==> src/anbs_pkg.sv <==
// ----------------------------------------------------------------------------
// Annex B NAL unit splitter package
// Shared result and burst types and byte constants of the splitter.
// ----------------------------------------------------------------------------
package anbs_pkg;

  localparam int MaxRes = 5;
  localparam int CntW   = 3;
  localparam int QDepth = 4;
  localparam int QPtrW  = 2;

  localparam logic [7:0] ZeroByte = 8'h00;
  localparam logic [7:0] CodeByte = 8'h01;

  typedef struct packed {
    logic [7:0] nal_byte;
    logic       first_of_unit;
    logic       last_of_unit;
    logic       empty_unit;
  } res_t;

  typedef struct packed {
    logic [CntW-1:0]       cnt;
    res_t [MaxRes-1:0]     res;
  } burst_t;

  function automatic res_t make_res(logic [7:0] b, logic f, logic l, logic e);
    res_t r;
    r.nal_byte      = b;
    r.first_of_unit = f;
    r.last_of_unit  = l;
    r.empty_unit    = e;
    return r;
  endfunction

endpackage

==> src/anbs_front.sv <==
// ----------------------------------------------------------------------------
// Splitter front end
// Accepts bytes, tracks start codes and builds the burst of results per byte.
// ----------------------------------------------------------------------------
module anbs_front
  import anbs_pkg::*;
(
  input  logic       clk,
  input  logic       rst,
  input  logic       cfg_we,
  input  logic       cfg_wdata,
  input  logic       in_valid,
  input  logic       in_stall,
  input  logic [7:0] data_byte,
  input  logic       end_of_packet,
  output logic       push,
  output burst_t     burst
);

  logic       split_mode;
  logic       inside_unit;
  logic       held_valid;
  logic [7:0] held_byte;
  logic [1:0] zero_run;
  logic       first_pending;

  logic       inside_unit_next;
  logic       held_valid_next;
  logic [7:0] held_byte_next;
  logic [1:0] zero_run_next;
  logic       first_pending_next;
  logic       accept;

  assign accept = in_valid && !in_stall;

  always_comb begin
    logic            iu;
    logic            hv;
    logic [7:0]      hb;
    logic [1:0]      zr;
    logic            fp;
    logic [CntW-1:0] n;
    logic            is_code;
    iu      = inside_unit;
    hv      = held_valid;
    hb      = held_byte;
    zr      = zero_run;
    fp      = first_pending;
    n       = '0;
    burst   = '0;
    is_code = (data_byte == CodeByte) && (zr >= 2'd2);
    if (!split_mode) begin
      burst.res[0] = make_res(data_byte, !iu, end_of_packet, 1'b0);
      n  = CntW'(1);
      iu = !end_of_packet;
    end else begin
      if (!iu) begin
        if (is_code) begin
          iu = 1'b1;
          hv = 1'b0;
          hb = ZeroByte;
          zr = 2'd0;
          fp = 1'b1;
        end else if (data_byte == ZeroByte) begin
          if (zr != 2'd3) zr = zr + 2'd1;
        end else begin
          zr = 2'd0;
        end
      end else if (is_code) begin
        if (hv) begin
          burst.res[n] = make_res(hb, fp, 1'b1, 1'b0);
        end else begin
          burst.res[n] = make_res(ZeroByte, 1'b1, 1'b1, 1'b1);
        end
        n  = n + CntW'(1);
        iu = 1'b1;
        hv = 1'b0;
        hb = ZeroByte;
        zr = 2'd0;
        fp = 1'b1;
      end else if (data_byte == ZeroByte) begin
        if (zr != 2'd3) begin
          zr = zr + 2'd1;
        end else begin
          if (hv) begin
            burst.res[n] = make_res(hb, fp, 1'b0, 1'b0);
            n  = n + CntW'(1);
            fp = 1'b0;
          end
          hb = ZeroByte;
          hv = 1'b1;
        end
      end else begin
        if (hv) begin
          burst.res[n] = make_res(hb, fp, 1'b0, 1'b0);
          n  = n + CntW'(1);
          fp = 1'b0;
        end
        for (int k = 0; k < 3; k++) begin
          if (2'(k) < zr) begin
            burst.res[n] = make_res(ZeroByte, fp, 1'b0, 1'b0);
            n  = n + CntW'(1);
            fp = 1'b0;
          end
        end
        hb = data_byte;
        hv = 1'b1;
        zr = 2'd0;
      end
      if (end_of_packet) begin
        if (iu) begin
          if (!hv && zr == 2'd0) begin
            burst.res[n] = make_res(ZeroByte, 1'b1, 1'b1, 1'b1);
            n  = n + CntW'(1);
            fp = 1'b0;
          end else begin
            if (hv) begin
              burst.res[n] = make_res(hb, fp, zr == 2'd0, 1'b0);
              n  = n + CntW'(1);
              fp = 1'b0;
            end
            for (int k = 0; k < 3; k++) begin
              if (2'(k) < zr) begin
                burst.res[n] = make_res(ZeroByte, fp, 2'(k) == zr - 2'd1, 1'b0);
                n  = n + CntW'(1);
                fp = 1'b0;
              end
            end
          end
        end
        iu = 1'b0;
        hv = 1'b0;
        hb = ZeroByte;
        zr = 2'd0;
        fp = 1'b0;
      end
    end
    burst.cnt          = n;
    push               = accept && (n != '0);
    inside_unit_next   = iu;
    held_valid_next    = hv;
    held_byte_next     = hb;
    zero_run_next      = zr;
    first_pending_next = fp;
  end

  always_ff @(posedge clk) begin
    if (rst) begin
      split_mode    <= 1'b1;
      inside_unit   <= 1'b0;
      held_valid    <= 1'b0;
      held_byte     <= ZeroByte;
      zero_run      <= 2'd0;
      first_pending <= 1'b0;
    end else if (cfg_we) begin
      split_mode    <= cfg_wdata;
      inside_unit   <= 1'b0;
      held_valid    <= 1'b0;
      held_byte     <= ZeroByte;
      zero_run      <= 2'd0;
      first_pending <= 1'b0;
    end else if (accept) begin
      inside_unit   <= inside_unit_next;
      held_valid    <= held_valid_next;
      held_byte     <= held_byte_next;
      zero_run      <= zero_run_next;
      first_pending <= first_pending_next;
    end
  end

endmodule

==> src/anbs_fifo.sv <==
// ----------------------------------------------------------------------------
// Splitter burst queue
// Short queue of result bursts between the front end and the output stage.
// ----------------------------------------------------------------------------
module anbs_fifo
  import anbs_pkg::*;
(
  input  logic   clk,
  input  logic   rst,
  input  logic   push,
  input  burst_t push_data,
  input  logic   pop,
  output logic   full,
  output logic   head_valid,
  output burst_t head
);

  burst_t               mem [QDepth];
  logic [QPtrW-1:0]     wr_ptr;
  logic [QPtrW-1:0]     rd_ptr;
  logic [QPtrW:0]       count;
  logic                 do_pop;

  assign full       = (count == (QPtrW+1)'(QDepth));
  assign head_valid = (count != '0);
  assign head       = mem[rd_ptr];
  assign do_pop     = pop && head_valid;

  always_ff @(posedge clk) begin
    if (push) begin
      mem[wr_ptr] <= push_data;
    end
  end

  always_ff @(posedge clk) begin
    if (rst) begin
      wr_ptr <= '0;
      rd_ptr <= '0;
      count  <= '0;
    end else begin
      if (push) wr_ptr <= wr_ptr + QPtrW'(1);
      if (do_pop) rd_ptr <= rd_ptr + QPtrW'(1);
      count <= count + (QPtrW+1)'(push) - (QPtrW+1)'(do_pop);
    end
  end

endmodule

==> src/anbs_back.sv <==
// ----------------------------------------------------------------------------
// Splitter output stage
// Steps through the results of the burst at the queue head, one per cycle while out_stall is low.
// ----------------------------------------------------------------------------
module anbs_back
  import anbs_pkg::*;
(
  input  logic       clk,
  input  logic       rst,
  input  logic       head_valid,
  input  burst_t     head,
  output logic       pop,
  output logic       out_valid,
  input  logic       out_stall,
  output logic [7:0] nal_byte,
  output logic       first_of_unit,
  output logic       last_of_unit,
  output logic       empty_unit,
  output logic       last_of_burst
);

  logic [CntW-1:0] idx;
  logic            fire;
  res_t            cur;

  assign cur           = head.res[idx];
  assign out_valid     = head_valid;
  assign nal_byte      = cur.nal_byte;
  assign first_of_unit = cur.first_of_unit;
  assign last_of_unit  = cur.last_of_unit;
  assign empty_unit    = cur.empty_unit;
  assign last_of_burst = (idx == head.cnt - CntW'(1));
  assign fire          = out_valid && !out_stall;
  assign pop           = fire && last_of_burst;

  always_ff @(posedge clk) begin
    if (rst) begin
      idx <= '0;
    end else if (fire) begin
      if (last_of_burst) idx <= '0;
      else idx <= idx + CntW'(1);
    end
  end

endmodule

==> src/annexb_nal_unit_splitter.sv <==
// ----------------------------------------------------------------------------
// Annex B NAL unit splitter
// Cuts a byte stream of encoded packets into NAL units at start codes.
// ----------------------------------------------------------------------------
// The input channel carries one packet byte per transaction with an
// end_of_packet mark on its last byte. The output channel carries one unit
// byte per transaction, marked first or last of its unit; a zero-length unit
// appears as one transaction with empty_unit set. last_of_burst marks the
// final result caused by one input byte.
// The front end takes one byte per cycle while the queue is not full and
// turns it into a burst of zero to five results, which waits in a
// four-entry queue. The output stage sends one result per cycle while the
// receiver does not stall; a byte's results appear once its burst reaches
// the queue head. Since results roughly equal bytes, the sustained rate is
// one byte per cycle; in_stall rises only when the queue holds four bursts.
// When the receiver stalls, the current result holds and bytes keep being
// taken until the queue fills. Reset empties the queue, clears the stream
// state and sets split mode. A write of cfg_wdata sets split_mode and
// starts a new packet.
// ----------------------------------------------------------------------------
module annexb_nal_unit_splitter
  import anbs_pkg::*;
(
  input  logic       clk,
  input  logic       rst,
  input  logic       cfg_we,
  input  logic       cfg_wdata,
  input  logic       in_valid,
  output logic       in_stall,
  input  logic [7:0] data_byte,
  input  logic       end_of_packet,
  output logic       out_valid,
  input  logic       out_stall,
  output logic [7:0] nal_byte,
  output logic       first_of_unit,
  output logic       last_of_unit,
  output logic       empty_unit,
  output logic       last_of_burst
);

  logic   push;
  burst_t push_data;
  logic   pop;
  logic   full;
  logic   head_valid;
  burst_t head;

  assign in_stall = full;

  anbs_front u_front (
    .clk           (clk),
    .rst           (rst),
    .cfg_we        (cfg_we),
    .cfg_wdata     (cfg_wdata),
    .in_valid      (in_valid),
    .in_stall      (in_stall),
    .data_byte     (data_byte),
    .end_of_packet (end_of_packet),
    .push          (push),
    .burst         (push_data)
  );

  anbs_fifo u_fifo (
    .clk        (clk),
    .rst        (rst),
    .push       (push),
    .push_data  (push_data),
    .pop        (pop),
    .full       (full),
    .head_valid (head_valid),
    .head       (head)
  );

  anbs_back u_back (
    .clk           (clk),
    .rst           (rst),
    .head_valid    (head_valid),
    .head          (head),
    .pop           (pop),
    .out_valid     (out_valid),
    .out_stall     (out_stall),
    .nal_byte      (nal_byte),
    .first_of_unit (first_of_unit),
    .last_of_unit  (last_of_unit),
    .empty_unit    (empty_unit),
    .last_of_burst (last_of_burst)
  );

endmodule

==> config.mk <==
export PLATFORM = sky130hd
export DESIGN_NAME = annexb_nal_unit_splitter
export DESIGN_NICKNAME = d
export VERILOG_FILES = /design/src/anbs_pkg.sv /design/src/anbs_front.sv /design/src/anbs_fifo.sv /design/src/anbs_back.sv /design/src/annexb_nal_unit_splitter.sv
export SDC_FILE = /design/constraint.sdc
export NUM_CORES = 1
export LEC_CHECK = 0
export BUFFER_PORTS_ARGS = -buffer_cell sky130_fd_sc_hd__buf_4
export CORE_MARGIN = 8
export CORE_UTILIZATION = 51
export CTS_BUF_LIST = sky130_fd_sc_hd__clkbuf_16
export CTS_CLUSTER_SIZE = 25
export DETAILED_ROUTE_END_ITERATION = 6
export PLACE_DENSITY = 0.71
export SYNTH_ARGS = -nofsm -noshare
export SYNTH_HDL_FRONTEND = slang
export SYNTH_SLANG_ARGS = --single-unit
==> constraint.sdc <==
create_clock -name clk -period 10.53 [get_ports clk]
set_clock_uncertainty 0.2 [all_clocks]
set_input_delay 0.5265 -clock clk [delete_from_list [all_inputs] [get_ports clk]]
set_output_delay 0.5265 -clock clk [all_outputs]
set_load 0.05 [all_outputs]
Word-level counts from Yosys, hierarchy flattened. Memory sizes are Yosys's and may differ from the RTL's. A register that Yosys moved wholly into a read port is not among the register bits. Index checks and enable logic that the tools add are counted.

Bits in writable memories: 232. ROM bits: 0. Word-level logic and storage cells: 259. Bits of input ports: 15. Memories kept: 1. Latch bits: 0. Output and inout bits: 14. Flip-flop bits (word level): 24.

Memories: u_fifo.mem (depth 4, bits a word 58, read ports 1, clocked after memory_dff 1, wr ports 1, RTL line anbs_fifo.sv:18) `burst_t mem [QDepth];`.

Muxes and demuxes: 176. Shift-type cells: 0. Equality and inequality tests: 6. Divide/modulo/power cells: 0. Reductions and logical operators: 26. Order comparisons: 22. Multipliers: 0. Bitwise gates (word level): 3. $add $sub $neg: 15.

Operators by type and width (count): $mux 55 (32); $bwmux 55 (7); $demux 11 s3 (7); $mux 11 (18); $mux 44 (3); $mux 3 (41); $mux 8 (7); $mux 1 (53); $and 40x40->40 (1); $not 40->40 (1); $bmux 11 s3 (1); $lt 3x4->1 const B (8); $add 3x1->3 const B (8); $ge 3x1->1 const B (7); $or 15x15->15 (1); $logic_and 1x1->1 (14); $mux 2 (7); $eq 8x1->1 const B (1); $logic_not 8->1 (1); $lt 1x2->1 const A (4); $add 2x1->2 const B (3); $reduce_bool 3->1 (2); $logic_not 1->1 (5); $logic_not 2->1 (2); other kinds (13) (14).

Longest topological paths before layout.
Word-level depth: 51. Depth in mapped cells: 33. Gate-level depth less buffers: 29.

By module. A second synthesis with hierarchy kept.

Cells, all modules: 831. Area, all modules: 12348.1 um2.

Modules (own cells, without submodules): anbs_fifo (sequential area each 7146.9 um2, cells each 349, area each 8869.8 um2, times used 1); anbs_front (sequential area each 280.3 um2, cells each 402, area each 2760.1 um2, times used 1); anbs_back (sequential area each 60.1 um2, cells each 80, area each 718.2 um2, times used 1).

Least setup slack after synthesis. Ideal clock, no wire load.

Path type: reg2reg. From: reg u_front.zero_run[0]. To: mem u_fifo.mem[0][0] (netlist bit), enable pin. Required time: 9856 ps. Cell stages (with the launch flop): 27. Buffers on the path: 4. Arrival: 7283 ps. Path slack: 2572 ps. Library setup time: 474 ps. Clock period less this slack: 7958 ps. Cell sequence: dfxtp_1 -> clkbuf_1 -> or2_1 -> clkbuf_1 -> ha_1 -> clkbuf_1 -> o21ai_0 -> a31o_2 -> a211o_1 -> buf_2 -> nand2_1 -> ha_1 -> and2_1 -> ha_1 -> nand2_1 -> nand2_1 -> ha_1 -> mux2i_1 -> o21ai_0 -> ha_1 -> o2111a_1 -> a21oi_1 -> a31oi_1 -> o211ai_1 -> a31oi_1 -> o21ai_1 -> nor2_1.

Word-level cells in the longest chain between the ends: 46. Elaborated cells between the ends (all ways): 72. Those cells by class: add/sub (7); order compare (7); eq/ne (1); mux (51); reduce/logical (6).

Ends and longest elaborated chain: start: declaration (RTL line anbs_front.sv:24) `logic [1:0] zero_run;`; start signal: assignment (RTL line anbs_front.sv:166) `zero_run <= zero_run_next;`; $lt 1x2->1 (RTL line anbs_front.sv:100) `if (2'(k) < zr) begin`; $mux 3 (RTL line anbs_front.sv:100); $mux 3 (RTL line anbs_front.sv:81) `end else if (data_byte == ZeroByte) begin`; $mux 3 (RTL line anbs_front.sv:69) `end else if (is_code) begin`; $mux 3 (RTL line anbs_front.sv:57) `if (!iu) begin`; $mux 3 (RTL line anbs_front.sv:52) `if (!split_mode) begin`; $add 3x1->3 (RTL line anbs_front.sv:102) `n = n + CntW'(1);`; $mux 3 (RTL line anbs_front.sv:100); (+30 left out); $mux 3 (RTL line anbs_front.sv:112) `if (!hv && zr == 2'd0) begin`; $mux 3 (RTL line anbs_front.sv:111) `if (iu) begin`; $mux 3 * (RTL line anbs_front.sv:110) `if (end_of_packet) begin`; $mux 3 * (RTL line anbs_front.sv:52); $reduce_bool 3->1 * (RTL line anbs_front.sv:139) `push = accept && (n != '0);`; $logic_and 1x1->1 * (RTL line anbs_front.sv:139); $mux 1 * (RTL line anbs_fifo.sv:30) `if (push) begin`; $mux 1 (implied by the code) * (RTL line anbs_fifo.sv:31) `mem[wr_ptr] <= push_data;`; end: declaration (RTL line anbs_fifo.sv:18).

Every way passes the cells marked *; elsewhere a longest branch is shown, timed or not. The select of a mux whose other input is x is not followed.

Final worst setup path.
From: reg u_front.zero_run[1]. To: mem u_fifo.mem[1][39] (netlist bit), enable pin.

The elaborated chain is that of the path after synthesis.

==> run_results.csv <==
group,metric,value,unit
synth,async_flop_share,0,%
clock_network,cts_resized,0,
global_routing,overflow,0,
pwr,power_frac_seq,52.2,%
synth,synth_area_leaders,"edfxtp_1 59%, mux4_2 13%, dfxtp_1 4.4%",
timing,period_minus_slack,7.778,ns
final_layout,fin_nets,858,
floorplan,initial_core_util,51.99,%
global_routing,track_usage,18.23,%
final_layout,mostFrequentLayoutCell,"edfxtp_1",
drt,drt-initial-drc-count,609,
synth,ys.flop_type,"edfxtp_1",
final_layout,final_core_util,58.11,%
pwr,switchingPower,473.0,uW
clock_network,cts.clk_slew.worst_paths,0.06,ns
floorplan,dieArea,28200,um2
timing,setup-tns-final,0,ns
drt,wl_per_cell,22.72,um
setup_path,crit_fanout,29,
synth,yosysSeqAreaShare,63.61,%
clock_network,root_buffer,"clkbuf_16",
floorplan,num_rows,55,
place,hpwl,16.03,mm
final_layout,most-common-layout-cells,"232 x edfxtp_1, 77 x nor2_1, 69 x mux4_2",
floorplan,die_x,167.9,um
clock_network,hold_buffers,0,
pwr,p_int,1.701,mW
drt,drt.antenna.violating_nets,0,
timing,relSlewSlack,28.81,%
floorplan,die_y,167.9,um
hold_path,hold_depth,2,
timing,rsz0062_at_grt,"false",
synth,synth_top_area_cell,"edfxtp_1",
setup_path,critPathKind,"reg2reg",
clock_network,cts_tree,"yes",
drt,vias_per_cell,6.235,
synth,yosysWarningCount,0,
place,port_buffers,28,
floorplan,core_region_area,22640,um2
pwr,combPwrFrac,8.0,%
drt,dr.pass1.iters,5,
final_layout,area_growth,11.78,%
synth,synth_top_cell_area_share,59.19,%
synth,synth_seq_cells,258,
synth,syn_inst,788,
global_routing,grt_pass1_vias,7191,
setup_path,reg2regPathDepth,22,
setup_path,critPathLaunchType,"flop",
clock_network,cts_setup_buffers,0,
pwr,swShare,21.75,%
global_routing,grt_pass1_wl,40.83,mm
clock_network,numCtsBuffers,27,
timing,max_freq,0.1286,GHz
clock_network,h-tree-depth,1,
clock_network,tritoncts_num_sinks,258,
pwr,pwr-share-clk,39.8,%
synth,synth_area,11770,um2
synth,synth_edf_count,232,
global_routing,grt_start_max_net_pins,59,
timing,finalHoldViolations,0,
timing,setup_viol,0,
setup_path,cp_data_required_time,10.53,ns
final_layout,diodes,0,
setup_path,arrival,7.78,ns
pwr,vdd_drop_max,107.7,uV
global_routing,antenna_found_initial,0,
place,globalplace.congestion,0.9464,
timing,slew_violations,0,
pwr,powerDensity,165.3,nW/um2
synth,synth.distinct_cells,76,
drt,finalWirelength,25.65,mm
setup_path,critPathCaptureType,"flop",
clock_network,ctsLongestPathBuffers,3,
drt,vias,7039,
timing,fin_crit_sh,73.87,%
clock_network,worstSkewPairLatency,0.52,ns
hold_path,hp-class,"in2reg",
pwr,leakagePower,4.318,nW
floorplan,io_pins,29,
job,maxCapViolations,0,
run_status,outcome,"finished, final reports clean",
synth,avgSynthCellArea,14.94,um2
timing,tightestPinTransition,1.065,ns
final_layout,drive_gt1_share,19.79,%
drt,drc,0,
-- cell usage after synthesis (8+ instances only) --
| cell type | n |
|---|---|
| a21oi_1 | 20 |
| a221o_1 | 8 |
| a22oi_1 | 18 |
| a31oi_1 | 12 |
| clkbuf_1 | 35 |
| dfxtp_1 | 26 |
| edfxtp_1 | 232 |
| ha_1 | 13 |
| inv_1 | 43 |
| mux4_2 | 69 |
| nand2_1 | 37 |
| nand3_1 | 12 |
| nor2_1 | 81 |
| nor2b_1 | 12 |
| nor3_1 | 14 |
| o21ai_0 | 11 |
| o22ai_1 | 12 |
| xnor2_1 | 16 |
-- power groups by stage --
stage,logic [mW],registers (mW),clock network [mW]
6_report,0.174,1.14,0.865
5_1_grt,0.187,1.14,0.922
4_1_cts,0.176,1.14,0.885
3_5_place_dp,0.175,1.16,0
3_3_place_gp,0.173,1.16,0
2_1_floorplan,0.126,1.15,0
-- path summary, 6_finish.rpt --
| path | startpoint | end | slack [ns] |
|---|---|---|---|
| worst min register to register | u_fifo.rd_ptr[0] | flop | 0.34 |
| worst max register to register | u_front.zero_run[1] | u_fifo.mem[1][39] | 2.75 |
| worst min-delay path | cfg_we | u_front.split_mode | 0.02 |
| worst max-delay path | u_front.zero_run[1] | u_fifo.mem[1][39] | 2.75 |
-- metal layers --
metal	wire length [um]	track usage, %	vias to the layer above
met5	0	0	-
met4	561	5.629	0
met3	1424	2.385	39
met2	12510	30.07	248
met1	11160	24.95	3607
li1	-	-	3145
-- logic make-up (layout without fill, tap and decap cells) --
| kind of cell | Yosys count | in the layout | synth area share, % |
|---|---|---|---|
| adders and majority gates | 14 | 14 | 1.552 |
| other | 1 | 16 | 0.03186 |
| and+or+nand+nor | 202 | 202 | 8.462 |
| AOI/OAI and AO/OA | 130 | 130 | 8.154 |
| muxes | 73 | 73 | 13.54 |
| buffers and inverters | 89 | 130 | 2.955 |
| DFF | 258 | 258 | 63.61 |
| xor gates and xnor gates | 21 | 21 | 1.690 |
-- stage by stage --
step	instance area (um2)	total power, mW	cells	setup slack, ns	hold slack, ns
after detailed placement	12350	1.332	1085	2.897	0.3301
final	13160	2.174	1129	2.752	0.01747
after global routing	13160	2.247	1129	2.222	0.03241
after CTS	13160	2.197	1129	2.846	0.0001309
after floorplan	11830	1.280	803	2.573	0.2847
after global placement	12350	1.329	1085	3.173	0.3138
-- final cells by class --
type	instances	area [um2]
Sequential cell	258	7492
Timing Repair Buffer	42	315.3
Fill cell	1742	9484
Multi-Input combinational cell	456	4021
Clock inverter	17	127.6
Tap cell	285	356.6
Inverter	44	167.7
Clock buffer	27	675.6
-- sequential cells by signal (all words and copies together), names as in the netlist, 2 cells and up, named ones only --
| signal | cells |
|---|---|
| u_fifo.wr_ptr | 2 |
| u_fifo.rd_ptr | 2 |
| u_fifo.mem | 232 |
| u_fifo.count | 3 |
| u_front.zero_run | 2 |
| u_front.held_byte | 8 |
| u_back.idx | 3 |
-- worst max-delay path: stages, from the launching register on --
cell and delay, ns:
dfxtp_1 0.92, or2_1 0.41, ha_1 0.39, a211oi_1 0.28
a211o_1 0.38, nand2_1 0.18, ha_1 0.36, and2_1 0.18
ha_1 0.35, nand2_1 0.11, nand2_1 0.07, ha_1 0.35
mux2i_1 0.08, o21ai_0 0.17, ha_1 0.23, o2111a_1 0.21
a21oi_1 0.06, a31oi_1 0.20, o211ai_1 0.09, a31oi_1 0.46
o21ai_1 0.41, nor2_4 0.93, buf_4 0.40
Power figures use the tool's default switching activity.
